### src/sv/lspq_pkg.sv
`timescale 1ns / 1ps
// ----------------------------------------------------------------------------
// lspq_pkg: shared types and constants of the learned-scale pitch quantizer
// Widths, control/status structs, state encoding and the mod-12 helper.
// ----------------------------------------------------------------------------
package lspq_pkg;

	localparam int SCALE_SLOTS   = 6;
	localparam int SLOT_IDX_W    = (SCALE_SLOTS > 1) ? $clog2(SCALE_SLOTS) : 1;
	localparam int PITCH_CLASSES = 12;
	localparam int CLS_W         = 4;
	localparam int NOTE_W        = 7;
	localparam int SHIFT_W       = 8;
	localparam int MAP_W         = 8;
	localparam int OUT_W         = 8;
	localparam int SUM_W         = 9;
	localparam int TOP_OFFSET    = 108;
	localparam int MAX_SWEEPS    = PITCH_CLASSES + 2;
	localparam int SWEEP_W       = 4;

	localparam logic [CLS_W-1:0] LOW_KEY_RST  = CLS_W'(11);
	localparam logic [CLS_W-1:0] HIGH_KEY_RST = '0;
	localparam logic [CLS_W-1:0] LAST_CLASS   = CLS_W'(PITCH_CLASSES - 1);

	localparam logic MODE_RECORD   = 1'b0;
	localparam logic MODE_QUANTIZE = 1'b1;

	typedef enum logic [1:0] {
		ST_IDLE,
		ST_DISPATCH,
		ST_SWEEP
	} lspq_state_t;

	// controller -> datapath
	typedef struct packed {
		logic load;    // capture input item
		logic record;  // learn pitch class
		logic init;    // seed map from slots, find key range
		logic step;    // one class of a fill sweep
		logic quant;   // clamp, offset, register result
	} lspq_cmd_t;

	// datapath -> controller
	typedef struct packed {
		logic mode;
		logic dirty;
		logic sweep_done;
	} lspq_sts_t;

	// n mod 12 for a 7-bit value: quotient by reciprocal 43/512, exact on 0..127
	function automatic logic [CLS_W-1:0] mod12(input logic [NOTE_W-1:0] n);
		logic [12:0]       prod;
		logic [CLS_W-1:0]  q;
		logic [NOTE_W-1:0] q12;
		logic [NOTE_W-1:0] r;
		prod = 13'(n) * 13'd43;
		q    = prod[12:9];
		q12  = NOTE_W'(q) * NOTE_W'(PITCH_CLASSES);
		r    = n - q12;
		return r[CLS_W-1:0];
	endfunction

endpackage

### src/sv/lspq_ctrl.sv
`timescale 1ns / 1ps
// ----------------------------------------------------------------------------
// lspq_ctrl: sequencing controller
// Accepts an item, dispatches record / rebuild / quantize commands.
// ----------------------------------------------------------------------------
module lspq_ctrl (
	input  logic                clk,
	input  logic                arst_n,
	input  logic                start,
	input  lspq_pkg::lspq_sts_t sts,
	output lspq_pkg::lspq_cmd_t cmd,
	output logic                busy
);

	lspq_pkg::lspq_state_t state_q;
	lspq_pkg::lspq_state_t state_nx;

	always_ff @(posedge clk or negedge arst_n) begin
		if (!arst_n) begin
			state_q <= lspq_pkg::ST_IDLE;
		end else begin
			state_q <= state_nx;
		end
	end

	always_comb begin
		state_nx = state_q;
		cmd      = '0;
		busy     = 1'b1;
		unique case (state_q)
			lspq_pkg::ST_IDLE: begin
				busy = 1'b0;
				if (start) begin
					cmd.load = 1'b1;
					state_nx = lspq_pkg::ST_DISPATCH;
				end
			end
			lspq_pkg::ST_DISPATCH: begin
				if (sts.mode == lspq_pkg::MODE_RECORD) begin
					cmd.record = 1'b1;
					state_nx   = lspq_pkg::ST_IDLE;
				end else if (sts.dirty) begin
					cmd.init = 1'b1;
					state_nx = lspq_pkg::ST_SWEEP;
				end else begin
					cmd.quant = 1'b1;
					state_nx  = lspq_pkg::ST_IDLE;
				end
			end
			lspq_pkg::ST_SWEEP: begin
				cmd.step = 1'b1;
				// dirty drops with the last step; dispatch then quantizes
				if (sts.sweep_done) begin
					state_nx = lspq_pkg::ST_DISPATCH;
				end
			end
			default: begin
				state_nx = lspq_pkg::ST_IDLE;
			end
		endcase
	end

endmodule

### src/sv/lspq_dp.sv
`timescale 1ns / 1ps
// ----------------------------------------------------------------------------
// lspq_dp: scale, offset map and quantize datapath
// Slot ring, 12-entry offset map with fill bits, sweep unit, clamp/offset.
// ----------------------------------------------------------------------------
module lspq_dp (
	input  logic                                   clk,
	input  logic                                   arst_n,
	input  lspq_pkg::lspq_cmd_t                    cmd,
	output lspq_pkg::lspq_sts_t                    sts,
	input  logic                                   mode,
	input  logic [lspq_pkg::NOTE_W-1:0]            note,
	input  logic signed [lspq_pkg::SHIFT_W-1:0]    shift,
	output logic                                   done,
	output logic [lspq_pkg::OUT_W-1:0]             quantized_note
);

	// captured item
	logic                                  mode_q;
	logic [lspq_pkg::NOTE_W-1:0]           note_q;
	logic signed [lspq_pkg::SHIFT_W-1:0]   shift_q;

	// scale state
	logic [lspq_pkg::CLS_W-1:0]            slots_q [lspq_pkg::SCALE_SLOTS];
	logic [lspq_pkg::SLOT_IDX_W-1:0]       widx_q;
	logic signed [lspq_pkg::MAP_W-1:0]     map_q [lspq_pkg::PITCH_CLASSES];
	logic [lspq_pkg::PITCH_CLASSES-1:0]    filled_q;
	logic [lspq_pkg::CLS_W-1:0]            lowest_q;
	logic [lspq_pkg::CLS_W-1:0]            highest_q;
	logic                                  dirty_q;

	// sweep unit
	logic [lspq_pkg::CLS_W-1:0]            idx_q;
	logic [lspq_pkg::SWEEP_W-1:0]          sweeps_q;
	logic                                  pending_q;

	// result
	logic                                  done_q;
	logic [lspq_pkg::OUT_W-1:0]            result_q;

	// record helpers
	logic [lspq_pkg::CLS_W-1:0]            rec_cls;
	logic                                  rec_hit;

	// init helpers
	logic [lspq_pkg::PITCH_CLASSES-1:0]    seed;
	logic [lspq_pkg::CLS_W-1:0]            seed_lo;
	logic [lspq_pkg::CLS_W-1:0]            seed_hi;

	// sweep helpers
	logic [lspq_pkg::CLS_W-1:0]            left_idx;
	logic [lspq_pkg::CLS_W-1:0]            right_idx;
	logic                                  pend;
	logic [lspq_pkg::SWEEP_W-1:0]          sweeps_nx;
	logic                                  last_step;

	// quantize helpers
	logic signed [lspq_pkg::SUM_W-1:0]     v_raw;
	logic signed [lspq_pkg::SUM_W-1:0]     v_lo;
	logic signed [lspq_pkg::SUM_W-1:0]     v_hi;
	logic [lspq_pkg::NOTE_W-1:0]           v_clamp;
	logic [lspq_pkg::CLS_W-1:0]            q_cls;
	logic [lspq_pkg::CLS_W-1:0]            rd_idx;
	logic signed [lspq_pkg::MAP_W-1:0]     map_rd;

	assign rec_cls = lspq_pkg::mod12(note_q);

	always_comb begin
		rec_hit = 1'b0;
		for (int s = 0; s < lspq_pkg::SCALE_SLOTS; s++) begin
			if (slots_q[s] == rec_cls) begin
				rec_hit = 1'b1;
			end
		end
	end

	always_comb begin
		seed = '0;
		for (int s = 0; s < lspq_pkg::SCALE_SLOTS; s++) begin
			seed[slots_q[s]] = 1'b1;
		end
	end

	always_comb begin
		seed_lo = lspq_pkg::LOW_KEY_RST;
		seed_hi = lspq_pkg::HIGH_KEY_RST;
		for (int c = lspq_pkg::PITCH_CLASSES - 1; c >= 0; c--) begin
			if (seed[c]) begin
				seed_lo = lspq_pkg::CLS_W'(c);
			end
		end
		for (int c = 0; c < lspq_pkg::PITCH_CLASSES; c++) begin
			if (seed[c]) begin
				seed_hi = lspq_pkg::CLS_W'(c);
			end
		end
	end

	assign left_idx  = (idx_q == '0) ? lspq_pkg::LAST_CLASS : idx_q - 1'b1;
	assign right_idx = (idx_q == lspq_pkg::LAST_CLASS) ? '0 : idx_q + 1'b1;
	assign pend      = pending_q | ~filled_q[idx_q];
	assign sweeps_nx = sweeps_q + 1'b1;
	assign last_step = (idx_q == lspq_pkg::LAST_CLASS) &&
		(!pend || (sweeps_nx == lspq_pkg::SWEEP_W'(lspq_pkg::MAX_SWEEPS)));

	// clamp note+shift into [lowest, 108+highest]; lower bound is never negative
	assign v_raw = $signed({2'b00, note_q}) + lspq_pkg::SUM_W'(shift_q);
	assign v_lo  = $signed(lspq_pkg::SUM_W'(lowest_q));
	assign v_hi  = $signed(lspq_pkg::SUM_W'(lspq_pkg::TOP_OFFSET) +
		lspq_pkg::SUM_W'(highest_q));

	always_comb begin
		if (v_raw < v_lo) begin
			v_clamp = lspq_pkg::NOTE_W'(v_lo);
		end else if (v_raw > v_hi) begin
			v_clamp = lspq_pkg::NOTE_W'(v_hi);
		end else begin
			v_clamp = lspq_pkg::NOTE_W'(v_raw);
		end
	end

	assign q_cls  = lspq_pkg::mod12(v_clamp);
	assign rd_idx = cmd.quant ? q_cls : idx_q;
	assign map_rd = map_q[rd_idx];

	always_ff @(posedge clk) begin
		if (cmd.load) begin
			mode_q  <= mode;
			note_q  <= note;
			shift_q <= shift;
		end
		if (cmd.quant) begin
			result_q <= lspq_pkg::OUT_W'(lspq_pkg::OUT_W'(v_clamp) + map_rd);
		end
	end

	always_ff @(posedge clk or negedge arst_n) begin
		if (!arst_n) begin
			for (int s = 0; s < lspq_pkg::SCALE_SLOTS; s++) begin
				slots_q[s] <= '0;
			end
			for (int c = 0; c < lspq_pkg::PITCH_CLASSES; c++) begin
				map_q[c] <= '0;
			end
			widx_q    <= '0;
			filled_q  <= '0;
			lowest_q  <= lspq_pkg::LOW_KEY_RST;
			highest_q <= lspq_pkg::HIGH_KEY_RST;
			dirty_q   <= 1'b0;
			idx_q     <= '0;
			sweeps_q  <= '0;
			pending_q <= 1'b0;
			done_q    <= 1'b0;
		end else begin
			done_q <= cmd.quant;

			if (cmd.record && !rec_hit) begin
				slots_q[widx_q] <= rec_cls;
				widx_q <= (widx_q == lspq_pkg::SLOT_IDX_W'(lspq_pkg::SCALE_SLOTS - 1)) ?
					'0 : widx_q + 1'b1;
				dirty_q <= 1'b1;
			end

			if (cmd.init) begin
				filled_q <= seed;
				for (int c = 0; c < lspq_pkg::PITCH_CLASSES; c++) begin
					if (seed[c]) begin
						map_q[c] <= '0;
					end
				end
				lowest_q  <= seed_lo;
				highest_q <= seed_hi;
				idx_q     <= '0;
				sweeps_q  <= '0;
				pending_q <= 1'b0;
			end

			if (cmd.step) begin
				// a held class fills its left neighbor first, else its right one
				if (filled_q[idx_q]) begin
					if (!filled_q[left_idx]) begin
						map_q[left_idx]    <= map_rd + lspq_pkg::MAP_W'(1);
						filled_q[left_idx] <= 1'b1;
					end else if (!filled_q[right_idx]) begin
						map_q[right_idx]    <= map_rd - lspq_pkg::MAP_W'(1);
						filled_q[right_idx] <= 1'b1;
					end
				end
				if (idx_q == lspq_pkg::LAST_CLASS) begin
					idx_q     <= '0;
					sweeps_q  <= sweeps_nx;
					pending_q <= 1'b0;
				end else begin
					idx_q     <= idx_q + 1'b1;
					pending_q <= pend;
				end
				if (last_step) begin
					dirty_q <= 1'b0;
				end
			end
		end
	end

	assign sts.mode       = mode_q;
	assign sts.dirty      = dirty_q;
	assign sts.sweep_done = last_step;

	assign done           = done_q;
	assign quantized_note = result_q;

endmodule

### src/sv/learned_scale_pitch_quantizer.sv
`timescale 1ns / 1ps
// ----------------------------------------------------------------------------
// learned_scale_pitch_quantizer: note quantizer onto a learned scale
// Top level: controller plus datapath, command-style start/busy/done ports.
// ----------------------------------------------------------------------------
// An item is taken at a rising edge where start is high and busy is low.
// mode 0 records the pitch class of note into a six-slot ring (no result);
// mode 1 quantizes note+shift and returns quantized_note with done high for
// exactly one cycle. There is no back-pressure: the receiver must take the
// result in that cycle. A record, or a quantize on an up-to-date map, keeps
// busy high only while in the dispatch state; done is high in the
// first cycle with busy low again, which is also the first cycle a new item
// can be taken. The first quantize after a record that changed the scale
// first rebuilds the offset map with a shared sweep unit that visits one
// pitch class per clock, for up to 14 sweeps, before it quantizes (typical
// scales settle in two or three sweeps).
// ----------------------------------------------------------------------------
module learned_scale_pitch_quantizer (
	input  logic                                clk,
	input  logic                                arst_n,
	input  logic                                start,
	output logic                                busy,
	input  logic                                mode,
	input  logic [lspq_pkg::NOTE_W-1:0]         note,
	input  logic signed [lspq_pkg::SHIFT_W-1:0] shift,
	output logic                                done,
	output logic [lspq_pkg::OUT_W-1:0]          quantized_note
);

	lspq_pkg::lspq_cmd_t cmd;
	lspq_pkg::lspq_sts_t sts;

	// state machine: idle -> dispatch -> (sweep ... -> dispatch) -> idle
	lspq_ctrl u_ctrl (
		.clk    (clk),
		.arst_n (arst_n),
		.start  (start),
		.sts    (sts),
		.cmd    (cmd),
		.busy   (busy)
	);

	// slot ring, offset map, sweep unit, clamp and offset add
	lspq_dp u_dp (
		.clk            (clk),
		.arst_n         (arst_n),
		.cmd            (cmd),
		.sts            (sts),
		.mode           (mode),
		.note           (note),
		.shift          (shift),
		.done           (done),
		.quantized_note (quantized_note)
	);

	// a result only follows a busy cycle (the dispatch that quantized)
	a_done_after_busy: assert property (@(posedge clk) disable iff (!arst_n)
		done |-> $past(busy))
		else $error("done without preceding busy cycle");

	// an accepted transfer always makes the block busy next cycle
	a_accept_busy: assert property (@(posedge clk) disable iff (!arst_n)
		(start && !busy) |=> busy)
		else $error("accepted transfer did not raise busy");

	// sweep steps only run while the map is stale
	a_step_dirty: assert property (@(posedge clk) disable iff (!arst_n)
		cmd.step |-> sts.dirty)
		else $error("sweep step on a clean map");

	// a record never yields a result
	a_record_silent: assert property (@(posedge clk) disable iff (!arst_n)
		cmd.record |=> !done)
		else $error("record produced a result");

endmodule

### config.mk
export PLATFORM = sky130hd
export DESIGN_NAME = learned_scale_pitch_quantizer
export DESIGN_NICKNAME = d
export VERILOG_FILES = /design/src/sv/lspq_pkg.sv /design/src/sv/lspq_ctrl.sv /design/src/sv/lspq_dp.sv /design/src/sv/learned_scale_pitch_quantizer.sv
export SDC_FILE = /design/constraint.sdc
export NUM_CORES = 1
export LEC_CHECK = 0
export BUFFER_PORTS_ARGS = -buffer_cell sky130_fd_sc_hd__clkbuf_2
export CORE_UTILIZATION = 47
export DETAILED_ROUTE_END_ITERATION = 10
export MAX_ROUTING_LAYER = met4
export SETUP_SLACK_MARGIN = 0.3
export SKIP_CTS_REPAIR_TIMING = 1
export SKIP_LAST_GASP = 1
export SLEW_MARGIN = 20
export SYNTH_ARGS = -nofsm -noshare
export SYNTH_HDL_FRONTEND = slang
export SYNTH_HIERARCHICAL = 1
export SYNTH_SLANG_ARGS = --single-unit
### constraint.sdc
create_clock -name clk -period 24.8 [get_ports clk]
set_input_delay 2.48 -clock clk [delete_from_list [all_inputs] [get_ports clk]]
set_output_delay 2.48 -clock clk [all_outputs]
set_load 0.02 [all_outputs]
# Yosys cells after proc, flatten, opt, wreduce, memory -nomap -nowiden
# Index checks and enable logic that the tools add are counted.
[totals]
ff_bits = 180
inputBits = 19
out_inout_bits = 10
[classes]
n_addsub = 11
n_mul = 4
magnitude_cmp = 26
n_eq_ne = 13
mux = 117
bitwise_logic = 13
reduce_logical = 20
[ops]
columns = ["cell", "n"]
rows = [
  ["$mux W96", 5],
  ["$bwmux W96", 2],
  ["$mux W8", 16],
  ["$mux W4", 21],
  ["$or A12 B12 Y12", 7],
  ["$demux W8 S4", 2],
  ["$mux W12", 5],
  ["$lt A4 B5 Y1 const B", 9],
  ["$mux W1", 35],
  ["$bmux W8 S4", 1],
  ["$demux W1 S4", 8],
  ["$ge A4 B1 Y1 const B", 8],
  ["$mul A7 B6 Y13 const B", 2],
  ["$bwmux W24", 1],
  ["$eq A4 B4 Y1", 6],
  ["$mux W2", 9],
  ["$ge A5 B5 Y1 const B", 3],
  ["$mux W3", 5],
  ["$not A4 Y5", 3],
  ["$mux W7", 2],
  ["$logic_and A1 B1 Y1", 13],
  ["$bmux W1 S4", 3],
  ["$demux W4 S3", 1],
  ["$lt A5 B1 Y1 const B", 2],
  ["other kinds (30)", 35],
]

# Logic depth before layout (Yosys ltp)
# Gate-level depths: netlist of run 1.
[depth]
word_depth = 20
depth_mapped = 40
depth_no_buf = 37

# By module
# Netlist of run 1, hierarchy kept.
[by_module_without_submodules]
columns = ["module", "instances", "cells_per_inst", "area_each_um2"]
rows = [
  ["lspq_dp", 1, 1537, 13824.5],
  ["lspq_ctrl", 1, 13, 127.6],
]

# Least setup slack after synthesis of run 1
# OpenSTA, ideal clock, no wires.
[synth_path]
path_kind = "reg-to-reg"
start = "register u_dp/note_q[0] (netlist name)"
end = "register u_dp/map_q[70] (netlist name)"
t_arrival_ns = 8.836
setup_slack_ns = 15.843
path_stages_with_launch = 39
path_buffers = 5
period_less_slack_ns = 8.957
cell_sequence = "edfxtp_1 > ha_1 > fa_1 > xor2_1 > ha_1 > and3b_1 > a2111oi_0 > o21ai_0 > and4_1 > o21ai_0 > o22ai_2 > or2b_1 > inv_2 > ha_1 > inv_1 > fa_1 > fa_1 > inv_1 > (+3 left out) > a211o_1 > a31o_2 > maj3_2 > o21bai_2 > a41oi_4 > buf_6 > clkbuf_1 > o21ai_0 > clkbuf_1 > inv_1 > ha_1 > nand4b_1 > o31ai_1 > and3_1 > buf_2 > buf_2 > a221o_1 > a22o_1"
[synth_between]
elab_chain_cells = 18
[synth_lines]
columns = ["element", "line", "source"]
rows = [
  ["start, declared", "lspq_dp.sv:20", "logic [lspq_pkg::NOTE_W-1:0] note_q;"],
  ["start signal, assigned", "lspq_dp.sv:129", "note_q <= note;"],
  ["$add A8 B8 Y9 *", "lspq_dp.sv:107", "assign v_raw = $signed({2'b00, note_q}) + lspq_pkg::SUM_W'(shift_q);"],
  ["$gt A9 B9 Y1", "lspq_dp.sv:115", "end else if (v_raw > v_hi) begin"],
  ["$mux W7", "lspq_dp.sv:115", ""],
  ["$mux W7 *", "lspq_dp.sv:113", "if (v_raw < v_lo) begin"],
  ["$mul A7 B6 Y13", "lspq_pkg.sv:56", "prod = 13'(n) * 13'd43;"],
  ["$mul A4 B2 Y2", "lspq_pkg.sv:58", "q12 = NOTE_W'(q) * NOTE_W'(PITCH_CLASSES);"],
  ["$sub A4 B4 Y4 *", "lspq_pkg.sv:59", "r = n - q12;"],
  ["$mux W4 *", "lspq_dp.sv:123", "assign rd_idx = cmd.quant ? q_cls : idx_q;"],
  ["$not A4 Y5 (implied by the code) *", "lspq_dp.sv:124", "assign map_rd = map_q[rd_idx];"],
  ["$bmux W8 S4 *", "lspq_dp.sv:124", ""],
  ["$mux W8 (implied by the code) * (2 in a row)", "lspq_dp.sv:124", ""],
  ["$sub A8 B2 Y8", "lspq_dp.sv:185", "map_q[right_idx] <= map_rd - lspq_pkg::MAP_W'(1);"],
  ["$bwmux W96", "lspq_dp.sv:185", ""],
  ["$mux W96", "lspq_dp.sv:184", "end else if (!filled_q[right_idx]) begin"],
  ["$mux W96 *", "lspq_dp.sv:181", "if (!filled_q[left_idx]) begin"],
  ["$mux W96 *", "lspq_dp.sv:180", "if (filled_q[idx_q]) begin"],
  ["$mux W96 *", "lspq_dp.sv:178", "if (cmd.step) begin"],
  ["end signal, assigned by index", "lspq_dp.sv:182", "map_q[left_idx] <= map_rd + lspq_pkg::MAP_W'(1);"],
  ["end signal, assigned by index", "lspq_dp.sv:185", ""],
  ["end, declared", "lspq_dp.sv:26", "logic signed [lspq_pkg::MAP_W-1:0] map_q [lspq_pkg::PITCH_CLASSES];"],
]
# Every way passes the cells marked *; elsewhere a longest branch is shown, timed or not. The select of a mux whose other input is x is not followed.
# A chain may end at the register's enable or synchronous reset.

# Worst setup path in the final report of run 1
[layout_path]
start = "register u_dp/note_q[0] (netlist name)"
end = "register u_dp/map_q[94] (netlist name)"
# Same word-level chain as after synthesis.

==> results by group, run 1 <==
Global routing
  – First-pass GRT wire length: 69140 um
  – Global route overflow: 0
  – Antenna violations before repair: 0
  – GRT Util Overall: 30.42%
  – Largest net degree at the start of global routing: 105
  – Number of global-route vias before repair: 11876

Worst setup path
  – CP most frequent cell: ha_1
  – Crit path DAT: 10.53 ns
  – R2R cell count: 32
  – CP max stage cell: a41oi_4
  – CP endpoint kind: register
  – Crit path kind: reg -> reg
  – Worst Path Required: 25.11 ns
  – Reg-to-reg critical path endpoint: u_dp/map_q[94]
  – Largest stage delay, worst path: 0.69 ns
  – Reg-to-reg slack, setup: 14.58 ns
  – Startpoint Class: register
  – Worst Path Max Fanout: 27
  – Reg-to-reg startpoint: u_dp/note_q[0]

Placement
  – Placed insts: 1890
  – Gp weighted congestion: 0.9278
  – # port buffers: 28
  – Hpwl dp: 31830 um

STA
  – Min Clock Period, post-route: 10.22 ns
  – Max Freq: 0.09783 GHz
  – TNS Setup: 0 ns
  – Tcrit/Tclk final: 41.22%
  – Worst-Margin Slew: 0.9809 ns
  – Max-slew headroom: 34.38%
  – Final hold violations: 0
  – Clock skew: 0.02309 ns
  – Worst hold margin: 0.4845 ns
  – Pins Over Slew Limit: 0
  – Setup violations, final: 0
  – RSZ-0062 raised after global routing: false

Layout
  – Commonest non-fill, non-tap cell in the layout: nand2_1
  – Layout area overhead: 7.264%
  – Share of layout cells above drive strength 1: 11.63%
  – Inserted Diodes: 0
  – Cell Count, Final, Fillers Out: 1923
  – Final core utilization: 51.72%
  – Most frequent cells in the layout: nand2_1, dfrtp_1, a21oi_1, nor2_1, inv_1
  – Net count, final: 1636

Yosys
  – EDFF count, synth: 24
  – Syn_nets: 1660
  – Syn avg cell area: 9.001 sq um
  – Main synth FF type: dfrtp_1
  – Post-synthesis register bit count: 180
  – Sequential cell area fraction in the yosys report: 33.17%
  – Yosys warns: 6
  – Mapped Cells: 1550
  – Synthesized cell area: 0.01395 sq mm
  – Post-synth cell types: 104
  – Synth async-reset ratio: 86.67%

CTS
  – H-tree depth: 4
  – Clock root buffer: clkbuf_16
  – TritonCTS clock tree: done
  – Max Root-Sink Buffers: 2
  – Clock Latency Late Sink: 0.46 ns
  – Sink Count: 180
  – Clock-pin slew on the worst setup and hold paths: 0.08 ns
  – CTS Buf Count: 17

Floorplan
  – Die Span X: 174.3 um
  – Die Area: 0.03038 sq mm
  – Core footprint: 0.02894 sq mm
  – # IOs: 29
  – Core Rows: 62
  – Initial core utilization: 48.22%
  – Chip Height: 174.3 um

Drt
  – Avg WL per Cell: 22.71 um
  – Antenna Violating Nets Remaining: 0
  – First drt pass iteration count: 6
  – Routed vias/inst: 6.447
  – Routed WL: 43670 um
  – DR vias: 12398
  – Drt drc: 0
  – Initial DRC Count: 1388

Min path
  – HP Class: reg -> reg
  – Hold Crit Endpoint: u_dp/sweeps_q[3]
  – Hold_sp: u_dp/sweeps_q[3]
  – Hold path cells: 1

Run status
  – Status: complete, no violations

Run
  – Max Cap Viol: 0
==> registers in the layout, summed over array words and instances (netlist names), 2 cells and up <==
| name | count |
|---|---|
| u_dp/sweeps_q | 4 |
| u_dp/note_q | 7 |
| u_dp/highest_q | 4 |
| u_dp/shift_q | 8 |
| u_dp/lowest_q | 4 |
| u_dp/filled_q | 12 |
| u_dp/widx_q | 3 |
| u_dp/quantized_note | 8 |
| u_dp/idx_q | 4 |
| u_dp/map_q | 96 |
| u_ctrl/state_q | 2 |
| u_dp/slots_q | 24 |
==> metal layers <==
metal	up-vias	wire length [um]	GRT usage, %	share of wire, %
met5	-	0	-	0
met4	0	1182	10.64	2.7
met3	80	3395	6.955	7.8
met2	532	19250	44.02	44
met1	6111	19840	41.56	45
li1	5675	-	-	-
==> through the flow <==
step / area (sq um) / setup slack, ns
after floorplan: 13950 / 15.84
after global placement: 14290 / 15.06
after detailed placement: 14300 / 14.89
after CTS: 14910 / 14.79
after global routing: 14970 / 13.80
final: 14970 / 14.58
==> worst max path at each step <==
stage,startpoint,endpoint,slack (ns),cells past startpoint
2_1_floorplan,u_dp/note_q[0],u_dp/map_q[70],15.84,38
5_1_grt,u_dp/note_q[0],u_dp/map_q[38],13.80,32
4_1_cts,u_dp/note_q[0],u_dp/map_q[38],14.79,32
3_3_place_gp,u_dp/note_q[0],u_dp/map_q[38],15.06,34
3_5_place_dp,u_dp/note_q[0],u_dp/map_q[38],14.89,32
6_report,u_dp/note_q[0],u_dp/map_q[94],14.58,32
==> critical path: cells and delay by family, from the launching register on <==
kind | cells | cell delay, ns
xor+xnor | 2 | 0.60
compound gates | 12 | 3.93
flops | 1 | 0.68
buf+inv | 4 | 0.41
fa+ha+maj | 8 | 3.16
simple gates | 6 | 1.28
==> synth_stat cells, types with 7 or more instances <==
cell type / count / area share [%]
a211oi_1: 17 / 0.91
a21o_1: 10 / 0.54
a21oi_1: 115 / 4.1
a221o_1: 15 / 1.1
a221oi_1: 26 / 1.6
a222oi_1: 12 / 0.86
a22o_1: 8 / 0.50
a22oi_1: 36 / 1.9
a32oi_1: 8 / 0.50
and2_1: 26 / 1.2
and3_1: 7 / 0.31
buf_2: 13 / 0.47
buf_4: 7 / 0.38
clkbuf_1: 58 / 1.6
dfrtp_1: 153 / 27
edfxtp_1: 24 / 5.2
fa_1: 14 / 2.0
ha_1: 77 / 6.9
inv_1: 104 / 2.8
mux2_2: 32 / 2.6
mux2i_1: 38 / 2.7
mux4_2: 17 / 2.7
nand2_1: 166 / 4.5
nand2b_1: 17 / 0.76
nand3_1: 51 / 1.8
nand4_1: 11 / 0.49
nor2_1: 105 / 2.8
nor2b_1: 19 / 0.85
nor3_1: 13 / 0.47
o21ai_0: 84 / 3.0
o21ai_1: 8 / 0.29
o21bai_1: 9 / 0.48
o221ai_1: 12 / 0.75
o22ai_1: 16 / 0.72
o31ai_1: 8 / 0.43
or2_2: 11 / 0.49
xnor2_1: 44 / 2.8
xor2_1: 14 / 0.88
==> kinds of logic (layout without fill, tap and decap cells) <==
group	count (synthesis)	after routing	share of synthesized area, %
compound gates	471	471	23.94
xor+xnor	61	61	3.991
fa+ha+maj	92	92	8.995
buf+inv	194	183	5.793
flops	180	180	33.17
mux	89	89	8.250
simple gates	463	463	15.86
==> final cells by class <==
class / instances / area (sq um)
clock inverter: 11 / 122.6
clock buffer: 21 / 491.7
tap: 384 / 480.5
timing repair buffer: 45 / 294.0
inverter: 106 / 397.9
sequential: 180 / 4628
fill: 2646 / 13970
multi-input combinational: 1176 / 8551
Power of run 1 is left out: the tool's default activity adds up to more than one toggle a clock period on the data nets, which glitch-free logic cannot reach.
==> inputs of run 2 (changes only) <==
--- a/config.mk
+++ b/config.mk
@@ -9,6 +9,7 @@
 export CORE_UTILIZATION = 47
 export DETAILED_ROUTE_END_ITERATION = 10
 export MAX_ROUTING_LAYER = met4
+export PLACE_DENSITY = 0.65
 export SETUP_SLACK_MARGIN = 0.3
 export SKIP_CTS_REPAIR_TIMING = 1
 export SKIP_LAST_GASP = 1
==> constraint.sdc (replaced) <==
create_clock -name clk -period 9.2 [get_ports clk]
set_input_delay 0.92 -clock clk [delete_from_list [all_inputs] [get_ports clk]]
set_output_delay 0.92 -clock clk [all_outputs]
set_load 0.02 [all_outputs]
==> results by group, run 2 (synthesis results as in run 1) <==
STA
  – Max Freq: 0.1175 GHz (was 0.09783 GHz)
  – Worst-Margin Slew: 1.025 ns (was 0.9809 ns)
  – Clock skew: 0.01415 ns (was 0.02309 ns)
  – TNS Setup: 0 ns (unchanged)
  – Min Clock Period, post-route: 8.509 ns (was 10.22 ns)
  – RSZ-0062 raised after global routing: false (unchanged)
  – Max-slew headroom: 31.18% (was 34.38%)
  – Tcrit/Tclk final: 92.48% (was 41.22%)
  – Worst hold margin: 0.4742 ns (was 0.4845 ns)
  – Final hold violations: 0 (unchanged)
  – Pins Over Slew Limit: 0 (unchanged)
  – Setup violations, final: 0 (unchanged)
  – Final WS setup: 0.6915 ns (was 14.58 ns)

Global routing
  – First-pass GRT wire length: 67880 um (was 69140 um)
  – Largest net degree at the start of global routing: 92 (was 105)
  – Number of global-route vias before repair: 11837 (was 11876)
  – Global route overflow: 0 (unchanged)
  – Antenna violations before repair: 0 (unchanged)
  – GRT Util Overall: 29.57% (was 30.42%)

Drt
  – Antenna Violating Nets Remaining: 0 (unchanged)
  – DR vias: 12603 (was 12398)
  – First drt pass iteration count: 7 (was 6)
  – Routed vias/inst: 6.503 (was 6.447)
  – Avg WL per Cell: 22.19 um (was 22.71 um)
  – Routed WL: 43000 um (was 43670 um)
  – Initial DRC Count: 1607 (was 1388)
  – Drt drc: 0 (unchanged)

Placement
  – Placed insts: 1901 (was 1890)
  – Pre-CTS setup slack: 0.1576 ns (was 14.89 ns)
  – Hpwl dp: 31440 um (was 31830 um)
  – Gp weighted congestion: 0.9601 (was 0.9278)
  – # port buffers: 28 (unchanged)

Layout
  – Share of layout cells above drive strength 1: 13.13% (was 11.63%)
  – Commonest non-fill, non-tap cell in the layout: nand2_1 (unchanged)
  – Net count, final: 1652 (was 1636)
  – Cell Count, Final, Fillers Out: 1938 (was 1923)
  – Layout area overhead: 8.367% (was 7.264%)
  – Most frequent cells in the layout: nand2_1, dfrtp_1, a21oi_1, inv_1, nor2_1 (was nand2_1, dfrtp_1, a21oi_1, nor2_1, inv_1)
  – Biggest register: u_dp/map_q (unchanged)
  – Multi-input logic area: 0.008632 sq mm (was 0.008551 sq mm)
  – Fillers: 2648 (was 2646)
  – Inserted Diodes: 0 (unchanged)
  – Max FFs per register: 96 (unchanged)
  – Largest registers: u_dp/map_q: 96 flops, u_dp/slots_q: 24 flops, u_dp/filled_q: 12 flops (unchanged)
  – Register area: 0.004628 sq mm (unchanged)

Worst setup path
  – Crit path DAT: 8.71 ns (was 10.53 ns)
  – Startpoint Class: register (unchanged)
  – CP endpoint kind: register (unchanged)
  – CP max stage cell: or4_4 (was a41oi_4)
  – Worst Path Required: 9.40 ns (was 25.11 ns)
  – Crit path kind: reg -> reg (unchanged)
  – CP most frequent cell: ha_1 (unchanged)
  – Largest stage delay, worst path: 0.60 ns (was 0.69 ns)
  – Worst Path Max Fanout: 18 (was 27)

CTS
  – Clock Latency Late Sink: 0.45 ns (was 0.46 ns)
  – H-tree depth: 4 (unchanged)
  – Clock-pin slew on the worst setup and hold paths: 0.07 ns (was 0.08 ns)
  – Sink Count: 180 (unchanged)
  – Clock root buffer: clkbuf_16 (unchanged)
  – Max Root-Sink Buffers: 2 (unchanged)
  – TritonCTS clock tree: done (unchanged)
  – CTS Buf Count: 17 (unchanged)

Min path
  – HP Class: reg -> reg (unchanged)

Run status
  – Status: complete, no violations (unchanged)

Floorplan
  – # IOs: 29 (unchanged)
  – Core footprint: 0.02894 sq mm (unchanged)
  – Chip Height: 174.3 um (unchanged)
  – Initial core utilization: 48.22% (unchanged)
  – Die Span X: 174.3 um (unchanged)
  – Core Rows: 62 (unchanged)
  – Die Area: 0.03038 sq mm (unchanged)

Run
  – Max Cap Viol: 0 (unchanged)
-- run 2: cell types whose count changed in the layout (fill, tap and decap cells not counted), sizes merged --
cell / delta
clkinv: +6
clkbuf: -3
buf: +16
inv: -2
clkinvlp: -2
-- run 2: critical path, delay by kind of cell (launching register included) --
family | cells | cell delay [ns]
and+or+nand+nor | 3 | 1.10
DFF | 1 | 0.41
AOI/OAI and AO/OA | 13 | 2.42
buffers and inverters | 7 | 0.83
muxes | 1 | 0.32
xor gates and xnor gates | 3 | 0.44
adders and majority gates | 8 | 2.73
-- run 2: worst paths after layout --
kind,startpoint,to,slack [ns],cells after the start
min in group asynchronous,arst_n,u_dp/slots_q[9],0.55,1
max in group asynchronous,arst_n,u_dp/map_q[79],7.24,2
worst min register to register,u_dp/sweeps_q[3],u_dp/sweeps_q[3],0.47,1
worst max register to register,u_dp/note_q[0],u_dp/quantized_note[7],0.69,35
worst max-delay path,u_dp/note_q[0],u_dp/quantized_note[7],0.69,35
worst min-delay path,u_dp/sweeps_q[3],u_dp/sweeps_q[3],0.47,1
-- run 2: cell type report --
class | count | share of cell area [%]
timing repair buffer | 61 | 2.797
inverter | 106 | 2.632
tap | 384 | 3.178
clock buffer | 18 | 2.838
sequential | 180 | 30.61
clock inverter | 13 | 0.8524
multi-input combinational | 1176 | 57.09
-- run 2: per-layer routing --
metal	up-vias	track usage, %	routed length (um)
li1	5706	-	-
met1	6177	40.23	18640
met2	632	44.09	19460
met3	88	6.059	3809
met4	0	9.101	1088
met5	-	-	0
-- run 2: per-stage QoR --
step / util (%) / area, sq um
6_report: 52.25 / 15120
5_1_grt: 52.25 / 15120
4_1_cts: 51.63 / 14940
3_5_place_dp: 49.71 / 14380
3_3_place_gp: 49.68 / 14380
2_1_floorplan: - / 13950
Power of run 2 is left out for the same reason.
==> inputs of run 3 (changes only) <==
--- a/config.mk
+++ b/config.mk
@@ -9,7 +9,6 @@
 export CORE_UTILIZATION = 47
 export DETAILED_ROUTE_END_ITERATION = 10
 export MAX_ROUTING_LAYER = met4
-export PLACE_DENSITY = 0.65
 export SETUP_SLACK_MARGIN = 0.3
 export SKIP_CTS_REPAIR_TIMING = 1
 export SKIP_LAST_GASP = 1
==> constraint.sdc (replaced) <==
create_clock -name clk -period 7.9 [get_ports clk]
set_input_delay 0.79 -clock clk [delete_from_list [all_inputs] [get_ports clk]]
set_output_delay 0.79 -clock clk [all_outputs]
set_load 0.02 [all_outputs]
==> results by group, run 3 (synthesis results as in run 1) <==
Global routing
  – First-pass GRT wire length: 69720 um (was 67880 um)
  – Number of global-route vias before repair: 12149 (was 11837)
  – GRT Util Overall: 30.42% (was 29.57%)
  – Antenna violations before repair: 0 (unchanged)
  – Largest net degree at the start of global routing: 86 (was 92)
  – Global route overflow: 0 (unchanged)

STA
  – Final WS setup: 0.1189 ns (was 0.6915 ns)
  – RSZ-0062 raised after global routing: true (was false)
  – Max-slew headroom: 30.23% (was 31.18%)
  – Worst-Margin Slew: 1.039 ns (was 1.025 ns)
  – Final hold violations: 0 (unchanged)
  – Setup violations, final: 0 (unchanged)
  – TNS Setup: 0 ns (unchanged)
  – Max Freq: 0.1285 GHz (was 0.1175 GHz)
  – Clock skew: 0.01351 ns (was 0.01415 ns)
  – Tcrit/Tclk final: 98.50% (was 92.48%)
  – Min Clock Period, post-route: 7.781 ns (was 8.509 ns)
  – Pins Over Slew Limit: 0 (unchanged)

Placement
  – Hpwl dp: 32690 um (was 31440 um)
  – # port buffers: 28 (unchanged)
  – Gp weighted congestion: 0.9492 (was 0.9601)
  – Pre-CTS setup slack: -0.04231 ns (was 0.1576 ns)
  – Cell area after placement: 0.01479 sq mm (was 0.01438 sq mm)

Layout
  – Layout area overhead: 17.57% (was 8.367%)
  – Net count, final: 1717 (was 1652)
  – Biggest register: u_dp/map_q (unchanged)
  – Final core utilization: 56.69% (was 52.25%)
  – Largest registers: u_dp/map_q: 96 flops, u_dp/slots_q: 24 flops, u_dp/filled_q: 12 flops (unchanged)
  – Most frequent cells in the layout: nand2_1, dfrtp_1, a21oi_1, nor2_1, inv_1 (was nand2_1, dfrtp_1, a21oi_1, inv_1, nor2_1)
  – Commonest non-fill, non-tap cell in the layout: nand2_1 (unchanged)
  – Inserted Diodes: 0 (unchanged)
  – Max FFs per register: 96 (unchanged)
  – Share of layout cells above drive strength 1: 21.36% (was 13.13%)
  – Post-Layout Inst Area: 0.01640 sq mm (was 0.01512 sq mm)

Worst setup path
  – Reg-to-reg critical path endpoint: u_dp/quantized_note[7] (unchanged)
  – CP most frequent cell: ha_4 (was ha_1)
  – Critical path origin: u_dp/note_q[0] (unchanged)
  – Worst Path Required: 8.09 ns (was 9.40 ns)
  – Worst Path Max Fanout: 6 (was 18)
  – Reg-to-reg slack, setup: 0.12 ns (was 0.69 ns)
  – Startpoint Class: register (unchanged)
  – End of the critical path: u_dp/quantized_note[7] (unchanged)
  – Crit path DAT: 7.97 ns (was 8.71 ns)
  – R2R cell count: 37 (was 35)
  – Crit path kind: reg -> reg (unchanged)
  – CP endpoint kind: register (unchanged)
  – Largest stage delay, worst path: 0.59 ns (was 0.60 ns)
  – Reg-to-reg startpoint: u_dp/note_q[0] (unchanged)
  – CP max stage cell: fa_2 (was or4_4)

CTS
  – Clock-pin slew on the worst setup and hold paths: 0.08 ns (was 0.07 ns)
  – Clock root buffer: clkbuf_16 (unchanged)
  – Clock Latency Late Sink: 0.45 ns (about the same)
  – Sink Count: 180 (unchanged)
  – CTS Buf Count: 17 (unchanged)
  – TritonCTS clock tree: done (unchanged)
  – Max Root-Sink Buffers: 2 (unchanged)
  – H-tree depth: 4 (unchanged)

Drt
  – Routed vias/inst: 6.439 (was 6.503)
  – Routed WL: 45880 um (was 43000 um)
  – Drt drc: 0 (unchanged)
  – First drt pass iteration count: 6 (was 7)
  – Avg WL per Cell: 22.90 um (was 22.19 um)
  – Antenna Violating Nets Remaining: 0 (unchanged)
  – Wire length on met1: 19580 um (was 18640 um)
  – DR WL met2: 20910 um (was 19460 um)
  – Met3 routed WL: 4373 um (was 3809 um)
  – DR vias: 12904 (was 12603)
  – Initial DRC Count: 1179 (was 1607)
  – Top layer in use: met4 (unchanged)

Floorplan
  – Initial core utilization: 48.22% (unchanged)
  – Chip Height: 174.3 um (unchanged)
  – # IOs: 29 (unchanged)
  – Core footprint: 0.02894 sq mm (unchanged)
  – Die Span X: 174.3 um (unchanged)
  – Core Rows: 62 (unchanged)
  – Die Area: 0.03038 sq mm (unchanged)

Run status
  – Status: complete, no violations (unchanged)

Min path
  – HP Class: in -> async (was reg -> reg)

Run
  – Max Cap Viol: 0 (unchanged)
## run 3: cell types whose count changed in the layout (fill, tap and decap cells not counted), sizes merged
cell and delta:
o221a +1, xnor2 +2, clkinvlp +3, buf +61
clkbuf -1, clkinv -2, inv +1, and3 +1
## run 3: critical path: cells and delay by family, from the launching register on
kind	cells	cell delay (ns)
XOR/XNOR	2	0.28
AND/OR/NAND/NOR	5	0.92
adder cells (fa/ha/maj)	9	2.89
AO/OA/AOI/OAI	15	2.56
flip-flops	1	0.44
buffers and inverters	6	0.44
## run 3: cell type report
class / count / area (sq um)
Timing Repair Buffer: 122 / 942.2
Fill cell: 2561 / 12530
Tap cell: 384 / 480.5
Clock buffer: 17 / 425.4
Clock inverter: 15 / 187.7
Sequential cell: 180 / 4628
Inverter: 106 / 406.6
Multi-Input combinational cell: 1180 / 9333
## run 3: how the worst min path moves through the flow
stage / slack [ns] / endpoint / start / cells after the start
floorplan: 0.44 / u_dp/map_q[44] / u_dp/map_q[44] / 2
global placement: 0.45 / u_dp/map_q[44] / u_dp/map_q[44] / 2
detailed placement: 0.46 / u_dp/map_q[44] / u_dp/map_q[44] / 2
CTS: 0.45 / u_dp/slots_q[9] / arst_n / 1
global route: 0.47 / u_dp/slots_q[8] / arst_n / 1
finish: 0.41 / u_dp/slots_q[9] / arst_n / 1
## run 3: through the flow
stage	std cells	hold slack [ns]
after CTS	1966	0.4474
final	2004	0.4110
after floorplan	1550	0.4385
after global placement	1934	0.4518
after global routing	2004	0.4732
after detailed placement	1934	0.4599
## run 3: metal layers
metal / vias up / GRT usage, %
li1: 5853 / -
met1: 6358 / 40.91
met2: 611 / 46.70
met3: 82 / 5.709
met4: 0 / 8.516
met5: - / -
Power of run 3 is left out for the same reason.
